===== src/rtl/page_table_uncached_mapper_assert.svh =====
// Assertion macros for the page table uncached mapper.
`ifndef PAGE_TABLE_UNCACHED_MAPPER_ASSERT_SVH
`define PAGE_TABLE_UNCACHED_MAPPER_ASSERT_SVH
`ifndef SYNTH
// Property holds at every clock edge outside reset.
`define PTUM_ASSERT(label_, clk_, rstn_, prop_) \
  label_: assert property (@(posedge clk_) disable iff (!rstn_) (prop_)) \
    else $error("ptum assertion failed");
// Consequence holds in the cycle after the trigger.
`define PTUM_ASSERT_NEXT(label_, clk_, rstn_, ante_, cons_) \
  label_: assert property (@(posedge clk_) disable iff (!rstn_) (ante_) |=> (cons_)) \
    else $error("ptum assertion failed");
`else
`define PTUM_ASSERT(label_, clk_, rstn_, prop_)
`define PTUM_ASSERT_NEXT(label_, clk_, rstn_, ante_, cons_)
`endif
`endif


===== src/rtl/ptum_pkg.sv =====
// Shared types and constants for the page table uncached mapper.
`timescale 1ns / 1ps
package ptum_pkg;

  localparam int TablePages    = 64;
  localparam int EntriesPerTbl = 512;
  localparam int IdxW          = 9;

  // result status codes
  localparam logic [2:0] StOk      = 3'd0;
  localparam logic [2:0] StEmpty   = 3'd1;
  localparam logic [2:0] StWrap    = 3'd2;
  localparam logic [2:0] StNoPages = 3'd3;
  localparam logic [2:0] StBadPtr  = 3'd4;

  // request kinds
  localparam logic [1:0] KindLookup = 2'd0;
  localparam logic [1:0] KindMap    = 2'd1;
  localparam logic [1:0] KindRaw    = 2'd2;

  typedef struct packed {
    logic [1:0]  kind;
    logic [63:0] address;
    logic [63:0] size;
    logic [5:0]  table_page;
    logic [8:0]  entry_index;
    logic [63:0] entry_value;
  } req_t;

  typedef struct packed {
    logic [2:0]  status;
    logic [63:0] entry;
    logic [63:0] mapped_address;
  } rsp_t;

  typedef enum logic [4:0] {
    OP_NONE, OP_LOAD, OP_ROOTCLR, OP_MSUM, OP_MINIT, OP_RD4, OP_RD3, OP_RD2,
    OP_LATCH, OP_SETPG, OP_GRAB, OP_FILL, OP_LINK, OP_WRLEAF, OP_NEXT,
    OP_RAW, OP_DONE
  } op_e;

  typedef struct packed {
    op_e        op;
    logic [2:0] code;
    logic       ent_sel;
    logic       map_ok;
    logic       fill_split;
  } cmd_t;

  typedef struct packed {
    logic [1:0] kind;
    logic       size_zero;
    logic       wraps;
    logic       rd_p;
    logic       rd_ps;
    logic       tp_ok;
    logic       nfp_ok;
    logic       blk_full;
    logic       last_hit;
    logic       cnt_last;
    logic       tpage_ok;
  } stat_t;

endpackage


===== src/rtl/ptum_ctrl.sv =====
// Controller state machine sequencing lookups, maps and raw writes.
`timescale 1ns / 1ps
`include "page_table_uncached_mapper_assert.svh"
module ptum_ctrl (
  input  logic            clk_i,
  input  logic            rst_ni,
  input  logic            start,
  input  ptum_pkg::stat_t stat_i,
  output ptum_pkg::cmd_t  cmd_o,
  output logic            busy
);
  typedef enum logic [26:0] {
    S_IDLE  = 27'd1 << 0,  S_RCLR  = 27'd1 << 1,  S_DISP  = 27'd1 << 2,
    S_L_RD4 = 27'd1 << 3,  S_L_CK4 = 27'd1 << 4,  S_L_TP4 = 27'd1 << 5,
    S_L_RD3 = 27'd1 << 6,  S_L_CK3 = 27'd1 << 7,  S_L_TP3 = 27'd1 << 8,
    S_L_RD2 = 27'd1 << 9,  S_L_CK2 = 27'd1 << 10, S_M_SUM = 27'd1 << 11,
    S_M_DEC = 27'd1 << 12, S_M_BLK = 27'd1 << 13, S_M_CK4 = 27'd1 << 14,
    S_M_TP4 = 27'd1 << 15, S_M_RD3 = 27'd1 << 16, S_M_CK3 = 27'd1 << 17,
    S_M_TP3 = 27'd1 << 18, S_M_WR2 = 27'd1 << 19, S_M_NX  = 27'd1 << 20,
    S_GRAB  = 27'd1 << 21, S_FILL  = 27'd1 << 22, S_LINK  = 27'd1 << 23,
    S_RAW   = 27'd1 << 24, S_R_FIN = 27'd1 << 25, S_M_RD4 = 27'd1 << 26
  } state_e;

  state_e state_q, state_d;
  logic   split_q, split_d, lvl3_q, lvl3_d;

  always_ff @(posedge clk_i or negedge rst_ni) begin
    if (!rst_ni) begin
      state_q <= S_RCLR;
      split_q <= 1'b0;
      lvl3_q  <= 1'b0;
    end else begin
      state_q <= state_d;
      split_q <= split_d;
      lvl3_q  <= lvl3_d;
    end
  end

  // next state and datapath command
  always_comb begin
    state_d = state_q;
    split_d = split_q;
    lvl3_d  = lvl3_q;
    cmd_o   = '{op: ptum_pkg::OP_NONE, code: ptum_pkg::StOk,
                ent_sel: 1'b0, map_ok: 1'b0, fill_split: split_q};
    case (state_q)
      S_IDLE: if (start) begin cmd_o.op = ptum_pkg::OP_LOAD; state_d = S_DISP; end
      S_RCLR: begin
        cmd_o.op = ptum_pkg::OP_ROOTCLR;
        if (stat_i.cnt_last) state_d = S_IDLE;
      end
      S_DISP: begin
        case (stat_i.kind)
          ptum_pkg::KindLookup: state_d = S_L_RD4;
          ptum_pkg::KindMap:    state_d = S_M_SUM;
          ptum_pkg::KindRaw:    state_d = S_RAW;
          default: begin cmd_o.op = ptum_pkg::OP_DONE; state_d = S_IDLE; end
        endcase
      end
      // lookup walk
      S_L_RD4: begin cmd_o.op = ptum_pkg::OP_RD4; state_d = S_L_CK4; end
      S_L_CK4: begin
        if (!stat_i.rd_p) begin cmd_o.op = ptum_pkg::OP_DONE; state_d = S_IDLE; end
        else begin cmd_o.op = ptum_pkg::OP_LATCH; state_d = S_L_TP4; end
      end
      S_L_TP4: begin
        if (!stat_i.tp_ok) begin
          cmd_o.op = ptum_pkg::OP_DONE; cmd_o.code = ptum_pkg::StBadPtr; state_d = S_IDLE;
        end else begin cmd_o.op = ptum_pkg::OP_SETPG; state_d = S_L_RD3; end
      end
      S_L_RD3: begin cmd_o.op = ptum_pkg::OP_RD3; state_d = S_L_CK3; end
      S_L_CK3: begin
        if (!stat_i.rd_p || stat_i.rd_ps) begin
          cmd_o.op = ptum_pkg::OP_DONE; cmd_o.ent_sel = stat_i.rd_p; state_d = S_IDLE;
        end else begin cmd_o.op = ptum_pkg::OP_LATCH; state_d = S_L_TP3; end
      end
      S_L_TP3: begin
        if (!stat_i.tp_ok) begin
          cmd_o.op = ptum_pkg::OP_DONE; cmd_o.code = ptum_pkg::StBadPtr; state_d = S_IDLE;
        end else begin cmd_o.op = ptum_pkg::OP_SETPG; state_d = S_L_RD2; end
      end
      S_L_RD2: begin cmd_o.op = ptum_pkg::OP_RD2; state_d = S_L_CK2; end
      S_L_CK2: begin
        cmd_o.op = ptum_pkg::OP_DONE; cmd_o.ent_sel = stat_i.rd_p; state_d = S_IDLE;
      end
      // map: range checks
      S_M_SUM: begin cmd_o.op = ptum_pkg::OP_MSUM; state_d = S_M_DEC; end
      S_M_DEC: begin
        if (stat_i.size_zero) begin
          cmd_o.op = ptum_pkg::OP_DONE; cmd_o.code = ptum_pkg::StEmpty; state_d = S_IDLE;
        end else if (stat_i.wraps) begin
          cmd_o.op = ptum_pkg::OP_DONE; cmd_o.code = ptum_pkg::StWrap; state_d = S_IDLE;
        end else begin cmd_o.op = ptum_pkg::OP_MINIT; state_d = S_M_BLK; end
      end
      // map: one 2 MiB block per pass
      S_M_BLK: begin
        if (stat_i.blk_full) begin
          cmd_o.op = ptum_pkg::OP_DONE; cmd_o.code = ptum_pkg::StNoPages; state_d = S_IDLE;
        end else state_d = S_M_RD4;
      end
      S_M_RD4: begin cmd_o.op = ptum_pkg::OP_RD4; state_d = S_M_CK4; end
      S_M_CK4: begin
        if (stat_i.rd_p) begin cmd_o.op = ptum_pkg::OP_LATCH; state_d = S_M_TP4; end
        else if (!stat_i.nfp_ok) begin
          cmd_o.op = ptum_pkg::OP_DONE; cmd_o.code = ptum_pkg::StNoPages; state_d = S_IDLE;
        end else begin
          cmd_o.op = ptum_pkg::OP_LATCH; split_d = 1'b0; lvl3_d = 1'b0; state_d = S_GRAB;
        end
      end
      S_M_TP4: begin
        if (!stat_i.tp_ok) begin
          cmd_o.op = ptum_pkg::OP_DONE; cmd_o.code = ptum_pkg::StBadPtr; state_d = S_IDLE;
        end else begin cmd_o.op = ptum_pkg::OP_SETPG; state_d = S_M_RD3; end
      end
      S_M_RD3: begin cmd_o.op = ptum_pkg::OP_RD3; state_d = S_M_CK3; end
      S_M_CK3: begin
        if (stat_i.rd_p && !stat_i.rd_ps) begin
          cmd_o.op = ptum_pkg::OP_LATCH; state_d = S_M_TP3;
        end else if (!stat_i.nfp_ok) begin
          cmd_o.op = ptum_pkg::OP_DONE; cmd_o.code = ptum_pkg::StNoPages; state_d = S_IDLE;
        end else begin
          cmd_o.op = ptum_pkg::OP_LATCH; split_d = stat_i.rd_p; lvl3_d = 1'b1;
          state_d = S_GRAB;
        end
      end
      S_M_TP3: begin
        if (!stat_i.tp_ok) begin
          cmd_o.op = ptum_pkg::OP_DONE; cmd_o.code = ptum_pkg::StBadPtr; state_d = S_IDLE;
        end else begin cmd_o.op = ptum_pkg::OP_SETPG; state_d = S_M_WR2; end
      end
      S_M_WR2: begin cmd_o.op = ptum_pkg::OP_WRLEAF; state_d = S_M_NX; end
      S_M_NX: begin
        if (stat_i.last_hit) begin
          cmd_o.op = ptum_pkg::OP_DONE; cmd_o.map_ok = 1'b1; state_d = S_IDLE;
        end else begin cmd_o.op = ptum_pkg::OP_NEXT; state_d = S_M_BLK; end
      end
      // page allocation: clear or split fill, then link into parent
      S_GRAB: begin cmd_o.op = ptum_pkg::OP_GRAB; state_d = S_FILL; end
      S_FILL: begin
        cmd_o.op = ptum_pkg::OP_FILL;
        if (stat_i.cnt_last) state_d = S_LINK;
      end
      S_LINK: begin
        cmd_o.op = ptum_pkg::OP_LINK;
        state_d  = lvl3_q ? S_M_TP3 : S_M_TP4;
      end
      // raw entry write
      S_RAW: begin cmd_o.op = ptum_pkg::OP_RAW; state_d = S_R_FIN; end
      S_R_FIN: begin
        cmd_o.op   = ptum_pkg::OP_DONE;
        cmd_o.code = stat_i.tpage_ok ? ptum_pkg::StOk : ptum_pkg::StBadPtr;
        state_d    = S_IDLE;
      end
      default: state_d = S_IDLE;
    endcase
  end

  assign busy = (state_q != S_IDLE);

  `PTUM_ASSERT(a_grab_has_page, clk_i, rst_ni, (state_q != S_GRAB) || stat_i.nfp_ok)
  `PTUM_ASSERT_NEXT(a_fill_to_link, clk_i, rst_ni, (state_q == S_FILL) && stat_i.cnt_last, state_q == S_LINK)
  `PTUM_ASSERT_NEXT(a_done_idle, clk_i, rst_ni, cmd_o.op == ptum_pkg::OP_DONE, state_q == S_IDLE)
endmodule

===== config.mk =====
export PLATFORM = sky130hd
export DESIGN_NAME = ptum_ctrl
export DESIGN_NICKNAME = d
export VERILOG_FILES = /design/src/rtl/ptum_pkg.sv /design/src/rtl/ptum_ctrl.sv
export VERILOG_INCLUDE_DIRS = /design/src /design/src/rtl
export SDC_FILE = /design/constraint.sdc
export NUM_CORES = 1
export LEC_CHECK = 0
export ABC_AREA = 0
export BUFFER_PORTS_ARGS = -buffer_cell sky130_fd_sc_hd__buf_2
export CORE_ASPECT_RATIO = 0.75
export CORE_MARGIN = 4
export CORE_UTILIZATION = 30
export DETAILED_ROUTE_END_ITERATION = 12
export PLACE_DENSITY = 0.48
export SLEW_MARGIN = 40
export SYNTH_ARGS = -nofsm -noshare
export SYNTH_HDL_FRONTEND = slang
export SYNTH_SLANG_ARGS = --single-unit

===== constraint.sdc =====
create_clock -name clk_i -period 2.91 [get_ports clk_i]
set_clock_uncertainty 0.15 [all_clocks]
set_input_delay 0.582 -clock clk_i [delete_from_list [all_inputs] [get_ports clk_i]]
set_output_delay 0.582 -clock clk_i [all_outputs]
set_load 0.02 [all_outputs]

==> impl.org <==
** STA
- Min cycle time layout :: roughly 3.3 ns
- Total count of max-transition violations in the final report :: 0
- Highest clock frequency the design can meet :: between 0.3 and 0.4 GHz
- The total count of hold-check failures in the final report came to 0.
- Worst Slack Setup Final :: -0.419 ns
- Pin slew with the least headroom to its limit :: around 0.68 ns
- Setup repair after global routing could not meet its margin everywhere.
- Worst slew margin relative to its limit :: a little over half
- Number of endpoints failing setup at the final stage :: 9
- Of the available clock period, the critical path in the final layout requires 114%.

** Critical path
- On the worst path, the slowest cell contributes a delay of about 0.46 ns.
- At the worst endpoint, the required time is roughly 2.2 ns.
- Start-to-end type of the worst setup path :: reg -> out
- Worst-path cell chain :: nor4_4 > buf_4 > nand4_1 > nor2_2 > and2_4 > and4b_2 > or4b_1 > or4_4 > buf_6
- For this design, the slowest cell found on the critical path is sky130_fd_sc_hd__or4b_1.
- Maximum fanout count along the critical path :: 4
- The worst setup path is launched from a flop.
- STA classifies the critical path endpoint as an output pin.
- STA puts the critical path data arrival time at around 2.6 ns.

** Power
- Dividing total power by cell area gives a power density of 489 nW/um^2.
- Internal power :: roughly 0.0010 W
- Leakage power :: approximately 1.6 nW
- Net switching power figure :: around 0.00059 W
- The share of total power dissipated in sequential elements is a little over a quarter.
- Clock share of power :: between 20% and 30%
- Worst vdd rail ir drop :: around 500 uV
- Net switching is 36.2% of the power.
- Combinational logic is responsible for about half of the overall power.

** Place
- Post-detail-place hpwl :: 5.51 mm
- Before CTS, the worst setup slack after placement is -0.129 ns.
- Input and output buffers added on the ports amount to 26.
- The placed instances occupy a cell area of 2720 sq um.
- At the end of routability-driven placement, the weighted congestion stood at a little over 0.9.

** Outcome
- The final reports fail on negative setup slack.
- Result of the run :: complete, but fails checks

** Finish
- Top library cells by usage in the layout, fill and taps aside :: sky130_fd_sc_hd__buf_4 (92), sky130_fd_sc_hd__dfrtp_1 (27), sky130_fd_sc_hd__nor2_1 (19)
- Area added between synthesis and finish :: 70.9%
- Measured on the finished design, the core utilization comes to roughly 53%.
- Layout cells sized above 1 :: a little over half
- Finished Cell Area :: around 3300 sq um
- Number of nets in the final layout :: roughly 360
- Antenna cells :: 0
- Most frequent standard cell in the layout excluding fill and tap cells :: sky130_fd_sc_hd__buf_4

** Route
- After detailed routing, the average wire length per cell comes to 17.9 um.
- The first detailed-routing pass ran for 4 iterations.
- First DRT Iteration DRCs :: roughly 120
- Vias after detailed routing :: 2265
- Vias per cell :: 5.37
- Number of remaining DRC errors :: 0
- The routed design has around 7.6 mm of wire.
- In this run the remaining antenna-violating nets after routing total 0.

** Clock tree
- CTS Hold Buffers Added :: 0
- In this run the number of H-tree levels came out at 2.
- TritonCTS clock tree :: built
- Clock-pin slew reported for the worst setup and hold paths after clock tree synthesis :: about 0.060 ns
- The clock drives 29 sinks.
- Number of buffers on the longest clock path :: 2
- The number of clock buffers added by TritonCTS is 5.
- The clock reaches the later pin of the worst-skew pair after around 0.29 ns.
- The root buffer cell chosen for the clock tree is sky130_fd_sc_hd__clkbuf_8.

** Logic synthesis
- Post-synth net total :: between 200 and 250
- Synthesis inferred 29 register bits.
- Netlist cell types :: 55
- Synthesized netlist cell count :: 215
- Counting flops with an async set or reset pin after synthesis yields a share of 100%.
- The synthesized design contains 0 enable-type register cells.
- Average size of a mapped cell :: ~9 sq um
- Total standard cell area after synthesis :: a little under 2000 sq um
- Warning count from the yosys run :: 0
- Top FF cell, synth :: sky130_fd_sc_hd__dfrtp_1
- Summing the sequential cell areas from Yosys gives a little under two fifths of the chip area.

** Global routing
- Global routing consumed, over all layers together, a little under a fifth of the routing resources.
- Number of antenna violations at the first check in global routing :: 0
- Vias in the first global route :: 2118
- First-pass GRT wire length :: ~11 mm
- Global-route congestion overflow total :: 0
- Largest net degree at the start of global routing :: 30

** Floorplanning
- The die covers around 8000 sq um.
- The die is approximately 78 um tall.
- Row generation in the floorplan step produced 25 rows.
- The total area inside the core boundary comes to around 6300 sq um.
- I/O pins :: 27
- Chip width :: between 100 and 150 um
- Once the floorplan was initialized, standard cells occupied a little under a third of the core.

** Hold path
- Class of the worst hold path :: in -> async

** Flow run
- The tool flagged a number of max-cap violations equal to 0.
[final cells by class]
type	count	area, sq um
fillers	577	2970
multi-input cells	171	1420
repair buffers	122	935
flip-flops and latches	29	728
well taps	81	101
clock buffers	8	90.1
inverters	11	41.3
[flip-flops by register name (all words and copies together) (netlist names)]
name     cells
split_q      1
lvl3_q       1
state_q     27
[power groups by stage]
stage	Sequential [W]	Combinational [W]	Clock [W]
after floorplan	0.000451	0.000272	0
after global placement	0.000446	0.000579	0
after detailed placement	0.000445	0.000576	0
after CTS	0.000439	0.000745	0.000363
after global routing	0.000441	0.000882	0.000383
final	0.000440	0.000827	0.000355
[final timing paths]
| path | start | to | slack [ns] | depth (start not counted) |
|---|---|---|---|---|
| max in group asynchronous | rst_ni | state_q[14] | 1.95 | 1 |
| min reg2reg | split_q | split_q | 0.38 | 2 |
| min in group clk_i | stat_i[1] | state_q[1] | 0.27 | 2 |
| min | rst_ni | state_q[8] | 0.18 | 1 |
| max | state_q[23] | cmd_o[8] | -0.42 | 9 |
| max reg2reg | state_q[12] | state_q[16] | 0.17 | 8 |
[cell usage after synthesis (6+ instances only)]
library cell              count  area [sq um]
sky130_fd_sc_hd__nor2_1      23          86.3
sky130_fd_sc_hd__nand4_1      9          56.3
sky130_fd_sc_hd__nor3_1      13          65.1
sky130_fd_sc_hd__nor4_1       8          50.1
sky130_fd_sc_hd__inv_1       11          41.3
sky130_fd_sc_hd__dfrtp_1     28           701
sky130_fd_sc_hd__nand3_1     13          65.1
sky130_fd_sc_hd__nor3b_1      6          45.0
sky130_fd_sc_hd__a21oi_1      6          30.0
sky130_fd_sc_hd__nand2_1     14          52.6
[per-stage QoR]
| step | setup TNS, ns | hold WS [ns] | total power (W) | cells |
|---|---|---|---|---|
| floorplan | 0 | 0.136 | 0.000723 | 215 |
| global placement | -0.595 | 0.364 | 0.00102 | 394 |
| detailed placement | -0.337 | 0.364 | 0.00102 | 394 |
| CTS | -2.57 | 0.205 | 0.00155 | 414 |
| global route | -3.49 | 0.241 | 0.00171 | 422 |
| finish | -2.21 | 0.178 | 0.00162 | 422 |
[per-layer routing]
layer  vias up  GRT usage, %  wire length [um]
met4         0          7.81               140
li1       1079             -                 -
met1      1105          27.9              3580
met3        12          4.40               440
met5         -             0                 0
met2        69          26.6              3390
[worst max-delay path: cells and delay by family, from the launching register on]
kind,cells,cell delay (ns)
flops,1,0.40
simple gates,7,1.61
buf+inv,2,0.31
[timing repair]
item / 4_1_cts / 5_1_grt
endpoints found under the setup margin: 11 / 19
setup buffers: 13 / 9
pin swaps: 8 / 19
cloned: 0 / 0
gates resized for setup: 30 / 47
[cell families after synthesis]
group | Yosys count | synth area share (%)
and+or+nand+nor | 137 | 46.2
AOI/OAI and AO/OA | 31 | 11.0
DFF | 29 | 37.5
buffers and inverters | 15 | 3.61
muxes | 2 | 1.29
xor gates and xnor gates | 1 | 0.451
No activity file was read; power rests on OpenSTA's default activity.
